**src/design/scw_pkg.sv**
```systemverilog
// ----------------------------------------------------------------------------
// scw_pkg: shared types and constants of the strike and product word checker
// Opcode and status codes, register map and fixed field widths.
// ----------------------------------------------------------------------------
package scw_pkg;

	// Field widths fixed by the interface
	localparam int unsigned WORD_W   = 32;
	localparam int unsigned STRIKE_W = 8;
	localparam int unsigned EXPR_W   = 16;
	localparam int unsigned ADDR_W   = 4;
	localparam int unsigned DATA_W   = 32;

	// Default sizes of the info page layout
	localparam int unsigned DEF_STRIKE_WORDS = 128;
	localparam int unsigned DEF_MAX_EXPRS    = 256;

	localparam logic [WORD_W-1:0] ALL_ONES = '1;

	// Input word opcodes
	typedef enum logic [1:0] {
		OP_START   = 2'd0,
		OP_STRIKE  = 2'd1,
		OP_PRODUCT = 2'd2,
		OP_FINISH  = 2'd3
	} opcode_t;

	// Result status codes, in precedence order after OK
	typedef enum logic [2:0] {
		ST_OK           = 3'd0,
		ST_NOT_PRESENT  = 3'd1,
		ST_COUNT_LARGE  = 3'd2,
		ST_STRIKE_FAIL  = 3'd3,
		ST_PRODUCT_FAIL = 3'd4,
		ST_MISMATCH     = 3'd5
	} status_t;

	// Register index (byte address bits [3:2])
	typedef enum logic [1:0] {
		REG_FEATURE_PRESENT  = 2'd0,
		REG_OWNER_EXPR_LIMIT = 2'd1,
		REG_EXPR_COUNT       = 2'd2,
		REG_UNUSED           = 2'd3
	} reg_idx_t;

endpackage

```
**src/design/strike_and_product_word_checker_core.sv**
```systemverilog
// ----------------------------------------------------------------------------
// strike_and_product_word_checker_core: info page strike/product word checker
// Counts good and bad strike words and product expressions and reports one
// status word with a checks count on each finish word.
// ----------------------------------------------------------------------------
// Usage:
//   Input channel (in_valid/in_stall) carries one word per accepted cycle:
//   opcode, flash_word, strike_mark, expr_mask, expr_value. Start clears the
//   counters, strike and product words update them, finish emits a result.
//   Output channel (out_valid/out_stall) carries status and checks_performed,
//   only for finish words.
//   Throughput: one word per cycle while in_stall is low. A finish word's result
//   passes through the input register, then the result register.
//   The counters sit between those two registers; one compare and one
//   increment per word set the cycle.
//   When the receiver stalls, the result register holds; non-finish words
//   keep flowing, and a finish word waits in the input register, which then
//   stalls the input channel until the result is taken.
//   Reset (arst_n low) clears counters, configuration registers and both valid flags.
//   The APB port writes feature_present (0x0), owner_expr_limit (0x4) and
//   expr_count (0x8); pready is always high. Write only while idle.
// ----------------------------------------------------------------------------
module strike_and_product_word_checker_core #(
	parameter int unsigned STRIKE_WORDS = scw_pkg::DEF_STRIKE_WORDS,
	parameter int unsigned MAX_EXPRS    = scw_pkg::DEF_MAX_EXPRS
) (
	input  logic                         clk,
	input  logic                         arst_n,
	// configuration port
	input  logic                         psel,
	input  logic                         penable,
	input  logic                         pwrite,
	input  logic [scw_pkg::ADDR_W-1:0]   paddr,
	input  logic [scw_pkg::DATA_W-1:0]   pwdata,
	output logic [scw_pkg::DATA_W-1:0]   prdata,
	output logic                         pready,
	// input channel
	input  logic                         in_valid,
	output logic                         in_stall,
	input  logic [1:0]                   opcode,
	input  logic [scw_pkg::WORD_W-1:0]   flash_word,
	input  logic                         strike_mark,
	input  logic [scw_pkg::WORD_W-1:0]   expr_mask,
	input  logic [scw_pkg::WORD_W-1:0]   expr_value,
	// output channel
	output logic                         out_valid,
	input  logic                         out_stall,
	output logic [2:0]                   status,
	output logic [scw_pkg::WORD_W-1:0]   checks_performed
);

	localparam int unsigned SUM_S_W = scw_pkg::STRIKE_W + 1;
	localparam int unsigned SUM_E_W = scw_pkg::EXPR_W + 1;

	// configuration registers
	logic                         feature_present_q;
	logic [scw_pkg::EXPR_W-1:0]   owner_expr_limit_q;
	logic [scw_pkg::EXPR_W-1:0]   expr_count_q;

	// input register stage
	logic                         valid_s1;
	scw_pkg::opcode_t             opcode_s1;
	logic [scw_pkg::WORD_W-1:0]   flash_word_s1;
	logic                         strike_mark_s1;
	logic [scw_pkg::WORD_W-1:0]   expr_mask_s1;
	logic [scw_pkg::WORD_W-1:0]   expr_value_s1;

	// check counters
	logic [scw_pkg::STRIKE_W-1:0] strike_ok_q;
	logic [scw_pkg::STRIKE_W-1:0] strike_bad_q;
	logic [scw_pkg::EXPR_W-1:0]   expr_ok_q;
	logic [scw_pkg::EXPR_W-1:0]   expr_bad_q;
	logic                         seq_fault_q;

	// result register
	logic                         out_valid_q;
	scw_pkg::status_t             status_q;
	logic [scw_pkg::WORD_W-1:0]   checks_q;

	logic                         in_accept;
	logic                         out_free;
	logic                         advance;
	logic                         apb_write;
	scw_pkg::reg_idx_t            reg_idx;
	logic [SUM_S_W-1:0]           strike_sum;
	logic [SUM_E_W-1:0]           expr_sum;
	logic                         strike_full;
	logic                         expr_full;
	logic                         strike_bad;
	logic                         expr_pass;
	scw_pkg::status_t             status_nxt;
	logic [scw_pkg::WORD_W-1:0]   checks_nxt;

	// ------------------------------------------------------------------------
	// APB register file
	// ------------------------------------------------------------------------
	assign pready    = 1'b1;
	assign reg_idx   = scw_pkg::reg_idx_t'(paddr[3:2]);
	assign apb_write = psel && penable && pwrite && pready;

	always_ff @(posedge clk or negedge arst_n) begin
		if (!arst_n) begin
			feature_present_q  <= 1'b0;
			owner_expr_limit_q <= '0;
			expr_count_q       <= '0;
		end else if (apb_write) begin
			case (reg_idx)
				scw_pkg::REG_FEATURE_PRESENT:  feature_present_q  <= pwdata[0];
				scw_pkg::REG_OWNER_EXPR_LIMIT: owner_expr_limit_q <= pwdata[scw_pkg::EXPR_W-1:0];
				scw_pkg::REG_EXPR_COUNT:       expr_count_q       <= pwdata[scw_pkg::EXPR_W-1:0];
				default: ;
			endcase
		end
	end

	always_comb begin
		case (reg_idx)
			scw_pkg::REG_FEATURE_PRESENT:
				prdata = {{(scw_pkg::DATA_W-1){1'b0}}, feature_present_q};
			scw_pkg::REG_OWNER_EXPR_LIMIT:
				prdata = {{(scw_pkg::DATA_W-scw_pkg::EXPR_W){1'b0}}, owner_expr_limit_q};
			scw_pkg::REG_EXPR_COUNT:
				prdata = {{(scw_pkg::DATA_W-scw_pkg::EXPR_W){1'b0}}, expr_count_q};
			default:
				prdata = '0;
		endcase
	end

	// ------------------------------------------------------------------------
	// Handshake: a finish word waits in s1 while the result register is held
	// ------------------------------------------------------------------------
	assign out_free  = !out_valid_q || !out_stall;
	assign advance   = valid_s1 && ((opcode_s1 != scw_pkg::OP_FINISH) || out_free);
	assign in_stall  = valid_s1 && !advance;
	assign in_accept = in_valid && !in_stall;

	always_ff @(posedge clk or negedge arst_n) begin
		if (!arst_n) begin
			valid_s1 <= 1'b0;
		end else if (!in_stall) begin
			valid_s1 <= in_valid;
		end
	end

	always_ff @(posedge clk) begin
		if (in_accept) begin
			opcode_s1      <= scw_pkg::opcode_t'(opcode);
			flash_word_s1  <= flash_word;
			strike_mark_s1 <= strike_mark;
			expr_mask_s1   <= expr_mask;
			expr_value_s1  <= expr_value;
		end
	end

	// ------------------------------------------------------------------------
	// Word checks
	// ------------------------------------------------------------------------
	assign strike_sum  = SUM_S_W'(strike_ok_q) + SUM_S_W'(strike_bad_q);
	assign expr_sum    = SUM_E_W'(expr_ok_q) + SUM_E_W'(expr_bad_q);
	assign strike_full = strike_sum >= SUM_S_W'(STRIKE_WORDS);
	assign expr_full   = expr_sum >= SUM_E_W'(expr_count_q);
	assign strike_bad  = strike_mark_s1 && (flash_word_s1 != scw_pkg::ALL_ONES);
	assign expr_pass   = (flash_word_s1 & expr_mask_s1) == expr_value_s1;

	// counter update as each word leaves s1
	always_ff @(posedge clk or negedge arst_n) begin
		if (!arst_n) begin
			strike_ok_q  <= '0;
			strike_bad_q <= '0;
			expr_ok_q    <= '0;
			expr_bad_q   <= '0;
			seq_fault_q  <= 1'b0;
		end else if (advance) begin
			case (opcode_s1)
				scw_pkg::OP_START: begin
					strike_ok_q  <= '0;
					strike_bad_q <= '0;
					expr_ok_q    <= '0;
					expr_bad_q   <= '0;
					seq_fault_q  <= 1'b0;
				end
				scw_pkg::OP_STRIKE: begin
					// strike after any product word, or beyond the page size
					if ((expr_sum != '0) || strike_full) begin
						seq_fault_q <= 1'b1;
					end else if (strike_bad) begin
						strike_bad_q <= strike_bad_q + scw_pkg::STRIKE_W'(1);
					end else begin
						strike_ok_q <= strike_ok_q + scw_pkg::STRIKE_W'(1);
					end
				end
				scw_pkg::OP_PRODUCT: begin
					if (expr_full) begin
						seq_fault_q <= 1'b1;
					end else if (expr_pass) begin
						expr_ok_q <= expr_ok_q + scw_pkg::EXPR_W'(1);
					end else begin
						expr_bad_q <= expr_bad_q + scw_pkg::EXPR_W'(1);
					end
				end
				default: ;
			endcase
		end
	end

	// ------------------------------------------------------------------------
	// Final status, in precedence order
	// ------------------------------------------------------------------------
	always_comb begin
		if (!feature_present_q) begin
			status_nxt = scw_pkg::ST_NOT_PRESENT;
		end else if ((expr_count_q > owner_expr_limit_q) ||
				(SUM_E_W'(expr_count_q) > SUM_E_W'(MAX_EXPRS))) begin
			status_nxt = scw_pkg::ST_COUNT_LARGE;
		end else if (strike_bad_q != '0) begin
			status_nxt = scw_pkg::ST_STRIKE_FAIL;
		end else if (expr_bad_q != '0) begin
			status_nxt = scw_pkg::ST_PRODUCT_FAIL;
		end else if ((strike_ok_q != scw_pkg::STRIKE_W'(STRIKE_WORDS)) ||
				(expr_ok_q != expr_count_q) || seq_fault_q) begin
			status_nxt = scw_pkg::ST_MISMATCH;
		end else begin
			status_nxt = scw_pkg::ST_OK;
		end
	end

	assign checks_nxt = (status_nxt == scw_pkg::ST_OK) ?
		(scw_pkg::WORD_W'(STRIKE_WORDS) + scw_pkg::WORD_W'(expr_count_q)) :
		scw_pkg::ALL_ONES;

	// ------------------------------------------------------------------------
	// Result register
	// ------------------------------------------------------------------------
	always_ff @(posedge clk or negedge arst_n) begin
		if (!arst_n) begin
			out_valid_q <= 1'b0;
		end else if (out_free) begin
			out_valid_q <= advance && (opcode_s1 == scw_pkg::OP_FINISH);
		end
	end

	always_ff @(posedge clk) begin
		if (out_free && advance && (opcode_s1 == scw_pkg::OP_FINISH)) begin
			status_q <= status_nxt;
			checks_q <= checks_nxt;
		end
	end

	assign out_valid        = out_valid_q;
	assign status           = status_q;
	assign checks_performed = checks_q;

	// ------------------------------------------------------------------------
	// Assertions
	// ------------------------------------------------------------------------
	// counted strike words never exceed the page size
	a_strike_bound: assert property (@(posedge clk) disable iff (!arst_n)
		(SUM_S_W'(strike_ok_q) + SUM_S_W'(strike_bad_q)) <= SUM_S_W'(STRIKE_WORDS))
		else $error("strike counters exceed page size");

	// a start word leaving s1 clears every counter
	a_start_clears: assert property (@(posedge clk) disable iff (!arst_n)
		advance && (opcode_s1 == scw_pkg::OP_START) |=>
		(strike_ok_q == '0) && (strike_bad_q == '0) && (expr_ok_q == '0) &&
		(expr_bad_q == '0) && !seq_fault_q)
		else $error("start word did not clear counters");

	// failing status always reports all ones
	a_fail_count: assert property (@(posedge clk) disable iff (!arst_n)
		out_valid_q && (status_q != scw_pkg::ST_OK) |-> checks_q == scw_pkg::ALL_ONES)
		else $error("failing status with a real checks count");

	// passing status never reports all ones
	a_ok_count: assert property (@(posedge clk) disable iff (!arst_n)
		out_valid_q && (status_q == scw_pkg::ST_OK) |-> checks_q != scw_pkg::ALL_ONES)
		else $error("passing status with all-ones checks count");

	// input stalls only behind a finish word held by a full result register
	a_stall_cause: assert property (@(posedge clk) disable iff (!arst_n)
		in_stall |-> valid_s1 && (opcode_s1 == scw_pkg::OP_FINISH) &&
		out_valid_q && out_stall)
		else $error("input stalled without a held finish word");

endmodule
```
**config.mk**
```make
export PLATFORM = sky130hd
export DESIGN_NAME = strike_and_product_word_checker_core
export DESIGN_NICKNAME = d
export VERILOG_FILES = /design/src/design/scw_pkg.sv /design/src/design/strike_and_product_word_checker_core.sv
export SDC_FILE = /design/constraint.sdc
export NUM_CORES = 1
export LEC_CHECK = 0
export BUFFER_PORTS_ARGS = -buffer_cell sky130_fd_sc_hd__buf_2
export CAP_MARGIN = 20
export CORE_UTILIZATION = 45
export CTS_CLUSTER_SIZE = 25
export DETAILED_ROUTE_END_ITERATION = 8
export PLACE_DENSITY = 0.82
export SETUP_SLACK_MARGIN = 0.15
export SLEW_MARGIN = 10
export SYNTH_ARGS = -nofsm -noshare
export SYNTH_HDL_FRONTEND = slang
export SYNTH_SLANG_ARGS = --single-unit
```
**constraint.sdc**
```tcl
create_clock -name clk -period 4.1 [get_ports clk]
set_input_delay 0.82 -clock clk [delete_from_list [all_inputs] [get_ports clk]]
set_output_delay 0.82 -clock clk [all_outputs]
set_load 0.05 [all_outputs]
```
Word-level counts from Yosys, hierarchy flattened:

Cells that the tools add are included.

* register bits: 218
* bits of input ports: 142
* output and inout port bits: 70
* word-level logic and storage cells: 104

* add/sub/neg operators: 7
* equal/unequal tests: 18
* bitwise gates (word level): 1
* muxes and demuxes: 21
* magnitude comparators: 4
* reduce and logical (&&, ||, !) cells: 36

Operators by type and width (number)
* 16-bit two-way mux: 4
* 16-bit one-hot mux with 2 select lines: 2
* 16-bit one-hot mux with 3 select lines: 1
* 16-bit by 1-bit adder with 16-bit output, second input constant: 2
* 32-bit AND: 1
* 32-bit == test: 1
* 8-bit two-way mux: 4
* 32-bit inequality test, second input constant: 1
* 8-bit one-hot mux with 2 select lines: 2
* 4-bit AND reduction: 5
* 2-bit inequality test, second input constant: 9
* 16-bit by 16-bit adder with 17-bit output: 1
* 8-bit by 16-bit adder with 17-bit output, first input constant: 1
* 17-bit by 16-bit greater-or-equal comparator with 1-bit output: 1
* 17-bit nonzero test: 1
* 8-bit by 1-bit adder with 8-bit output, second input constant: 2
* 16-bit > comparator: 1
* 16-bit by 9-bit > comparator with 1-bit output, second input constant: 1
* 16-bit inequality test: 1
* 16-bit nonzero test: 1
* 3-bit two-way mux: 5
* 8-bit by 8-bit adder with 9-bit output: 1
* 9-bit by 8-bit greater-or-equal comparator with 1-bit output, second input constant: 1
* 1-bit logical AND: 9
* 13 further kinds: 29

Longest topological paths before layout:

* depth in word-level cells: 9
* depth in mapped cells: 20

Worst setup path before layout:

No wires, ideal clock.

* kind: reg-to-reg
* start point: register expr_ok_q[0] in the netlist's numbering
* end point: register expr_ok_q[10] in the netlist's numbering
* arrival: 4.171 ns
* buffers on the path: 2
* data required time: 3.954 ns
* path slack: -0.217 ns
* period minus slack after synthesis: 4.317 ns
* cell stages (with the launch flop): 20
* cell sequence: dfrtp_1 ha_1 fa_1 a21oi_1 o211a_1 o311ai_0 a31o_2 a21oi_1 xnor2_1 ha_1 a21o_1 a211oi_1 o211a_1 o221ai_1 a21oi_1 o21ai_0 clkbuf_1 clkbuf_1 nor2_1 a31oi_1

* cells in the longest elaborated chain, start to end: 4

RTL lines
* start, declared: RTL line strike_and_product_word_checker_core.sv:71 `logic [scw_pkg::EXPR_W-1:0] expr_ok_q;`
* start signal, assigned: RTL line strike_and_product_word_checker_core.sv:196 `expr_ok_q <= expr_ok_q + scw_pkg::EXPR_W'(1);`
* 16-bit by 16-bit adder with 17-bit output or 16-bit by 1-bit adder with 16-bit output (tied branches): RTL line strike_and_product_word_checker_core.sv:159, strike_and_product_word_checker_core.sv:196
* 17-bit by 16-bit greater-or-equal comparator with 1-bit output or 16-bit two-way mux (tied branches): RTL line strike_and_product_word_checker_core.sv:161, strike_and_product_word_checker_core.sv:195
* 2-bit inequality test (no source line) or 16-bit two-way mux (tied branches)
* 4-bit AND reduction (no source line) or 16-bit one-hot mux with 2 select lines (tied branches)

Parallel ways exist; a longest one is shown, timed or not. The select of a mux whose other input is x is not followed.
A chain may end at the register's enable or synchronous reset.

Worst setup path after layout:

* start point: register expr_ok_q[1] in the netlist's numbering
* end point: register strike_ok_q[3] in the netlist's numbering

* cells in the longest elaborated chain, start to end: 5

RTL lines
* 16-bit by 16-bit adder with 17-bit output: RTL line strike_and_product_word_checker_core.sv:159 `assign expr_sum = SUM_E_W'(expr_ok_q) + SUM_E_W'(expr_bad_q);`
* 17-bit nonzero test: RTL line strike_and_product_word_checker_core.sv:184 `if ((expr_sum != '0) || strike_full) begin`
* 1-bit logical OR: RTL line strike_and_product_word_checker_core.sv:184
* 2-bit inequality test (no source line)
* 4-bit AND reduction (no source line)
* end signal, assigned: RTL line strike_and_product_word_checker_core.sv:189 `strike_ok_q <= strike_ok_q + scw_pkg::STRIKE_W'(1);`
* end, declared: RTL line strike_and_product_word_checker_core.sv:69 `logic [scw_pkg::STRIKE_W-1:0] strike_ok_q;`

No other way between the ends.

==> impl_results.md <==
* Crit path kind: flop to flop
* FFs w/ async S/R, synth at 0.4118
* Commonest register cell after synthesis: edfxtp_1
* Die height at 158.5 um
* # placed instances at 1569
* Commonest non-fill, non-tap cell in the layout: buf_2
* Cell area after synthesis at approximately 11000 sq um
* Initial DRC Count at 668
* Avg WL per Cell at 18.14 um
* Clk pin slew, worst setup/hold paths at 0.06 ns
* H-tree level count at 1
* Drc violations at 0
* Largest net degree at the start of global routing at 85
* Crit path largest cell delay at 0.53 ns
* Vias in the first global route at 9192
* Setup TNS at -2.375 ns
* Hold_buf cts at 0
* Crit path cell chain: buf_4, fa_2, buf_6, xor2_2, nor3_2, o2111ai_2, or4_1, or4_4, or3_4, buf_4, or4_4, or4_1, nand3_1
* Dpl ws at -0.2441 ns
* HPWL after DPL at a little over 20 mm
* Core region area at 23750 sq um
* Area growth, synth to finish at 28.79%
* Die area at approximately 25000 sq um
* Synth Instances at 1037
* Pleak at around 6 nW
* Slew HR at 0.2914
* Failing checks: setup timing
* Layout cell share with drive strength beyond 1 at 0.3042
* Post-Syn Area per Cell at roughly 11 sq um
* Largest family of logic cells by synthesized area: compound AO/OA/AOI/OAI gates
* Worst Path Arrival at 4.70 ns
* Class of the worst hold path: primary input to asynchronous set/reset pin
* Reg2reg setup slack at -0.16 ns
* Post-Synth Simple-Gate Area at 0.1515
* CTS tree: yes
* Final hold violations at 0
* Most frequent cells in the layout: 175 x buf_2, 120 x edfxtp_1, 96 x nand2_1
* Via density at 5.763
* Tcrit/Tclk final at 1.039
* First-pass GRT wire length at 45.48 mm
* Post-synth EDFFs at 120
* Total iterations of the first detailed-routing run at 6
* Initial Util at 0.4640
* Worst-case clock buffer depth at 3
* Peak VDD IR at ~0.37 mV
* IO Port Bufs at roughly 180
* Sink Count at between 200 and 250
* Final Skew at 0.01635 ns
* CTS root buf: clkbuf_16
* Routed wire length at 29.65 mm
* Via count at 9422
* Worst-path fanout max at 6
* Worst-Margin Slew at 1.063 ns
* WP data required at between 4 and 5 ns
* Synth Area in Adders at 0.08084
* CTS Buf Count at 23
* Post-Layout Cell Count at 1635
* Worst setup EP type: flop
* Tot GR Track Use at 0.2317
* Crit-path slowest cell: or4_4
* Num rows at 56
* Critical Path Start Type: flop
* GP Congestion at between 0.8 and 0.9
* Post-synthesis sequential area ratio at 0.5177
* I/O pin count at 212
* Synthesized flop and latch total at about 200
* Worst hold slack at 0.3114 ns
* Nets at 1510
* Remaining Overflow, GRT at 0
* Final setup fails at 24
* Post-synthesis mux area share at 0.007493
* Max Fclk at 0.2347 GHz
* Unique cell type count in the Yosys netlist at 63
* Maximum capacitance violations at 0
* Clk_lat worst skew at 0.51 ns
* Post-route ant nets at 0
* Die width at 158.5 um
* Antenna violations before repair at 2
* RSZ-0062 raised after global routing: true
* Fin. max-slew vios at 0
* Final Total Pwr at 6.709 mW
* Synth Area in Compound Gates at 0.1639
* Yosys warnings at 0
* Final WS setup at -0.1608 ns
* Power per cell area at 472.7 nW/um^2
* Post-route minimum period at 4.261 ns
* Run status: complete, but fails checks
* Post-Synth XOR/XNOR Area at 0.02225
==> metal layers <==
metal | up-vias | share of wire | GRT usage
li1 | 4351 | - | -
met5 | - | 0.00034 | 0
met4 | 2 | 0.042 | 0.08929
met2 | 509 | 0.49 | 0.4089
met1 | 4469 | 0.39 | 0.2790
met3 | 91 | 0.076 | 0.04355
==> registers in the layout (all words and copies together) (netlist names) <==
register and cells:
opcode_s1 2, strike_bad_q 8, flash_word_s1 32, expr_mask_s1 32, status 3, expr_bad_q 16
expr_count_q 16, expr_value_s1 32, checks_performed 18, expr_ok_q 16, strike_ok_q 8, feature_present_q 1
seq_fault_q 1, owner_expr_limit_q 16, strike_mark_s1 1, out_valid 1, valid_s1 1
==> cell families (layout without fill, tap and decap cells) <==
logic type	count (synthesis)	in the layout
AO/OA/AOI/OAI	271	271
XOR/XNOR	28	28
adder cells (fa/ha/maj)	70	70
buffers and inverters	130	392
flip-flops	204	204
multiplexers	8	8
other	2	18
AND/OR/NAND/NOR	324	325
==> metrics by stage <==
stage	instance area, sq um	util
floorplan	11100	-
global placement	12690	0.5345
detailed placement	12690	0.5345
CTS	13890	0.5847
global route	14190	0.5975
finish	14190	0.5976
==> cell usage after synthesis (13+ instances only) <==
cell | n | area (sq um)
edfxtp_1 | 120 | 3603
nand2_1 | 98 | 367.9
dfrtp_1 | 84 | 2102
inv_1 | 71 | 266.5
ha_1 | 68 | 850.8
o21ai_0 | 65 | 325.3
a21oi_1 | 52 | 260.3
nand3_1 | 47 | 235.2
nor2_1 | 39 | 146.4
buf_4 | 31 | 232.7
nand4_1 | 29 | 181.4
a21o_1 | 28 | 210.2
and3_1 | 24 | 150.1
clkbuf_1 | 24 | 90.09
xnor2_1 | 20 | 175.2
a22o_1 | 16 | 140.1
nor3_1 | 14 | 70.07
o211ai_1 | 14 | 105.1
or4_1 | 13 | 97.59
==> critical path: cells and delay by family (launching register included) <==
family,cells,cell delay [ns]
simple gates,7,2.57
buf+inv,3,0.50
fa+ha+maj,1,0.41
flops,1,0.39
xor+xnor,1,0.17
compound gates,1,0.14
==> worst paths after layout <==
check,startpoint,end,depth (start not counted)
hold reg to reg,owner_expr_limit_q[0],owner_expr_limit_q[0],1
hold / removal,arst_n,owner_expr_limit_q[7],1
setup reg to reg,expr_ok_q[1],strike_ok_q[3],13
setup / recovery,expr_ok_q[1],strike_ok_q[3],13
max in group asynchronous,arst_n,strike_bad_q[0],2
min in group clk,expr_mask[20],expr_mask_s1[20],1
==> where the power goes <==
group | switching [mW] | internal (mW)
sequential | 0.214 | 2.42
combinational | 1.16 | 0.906
clock | 0.827 | 1.18
total | 2.20 | 4.51
==> layout make-up <==
class	count	area [sq um]
Fill cell	1831	9559
Sequential cell	204	5705
Multi-Input combinational cell	719	5274
Timing Repair Buffer	278	1802
Clock buffer	30	611.8
Tap cell	319	399.1
Inverter	72	277.8
Clock inverter	12	121.4
Antenna cell	1	2.502
==> repair_timing <==
action                     CTS  global route
gates resized for setup     73            43
pin swaps                   31            15
setup endpoints to repair   48            49
cloned                       3             0
buffers inserted            13             6
Note: power is estimated with default switching activity, not from simulation.
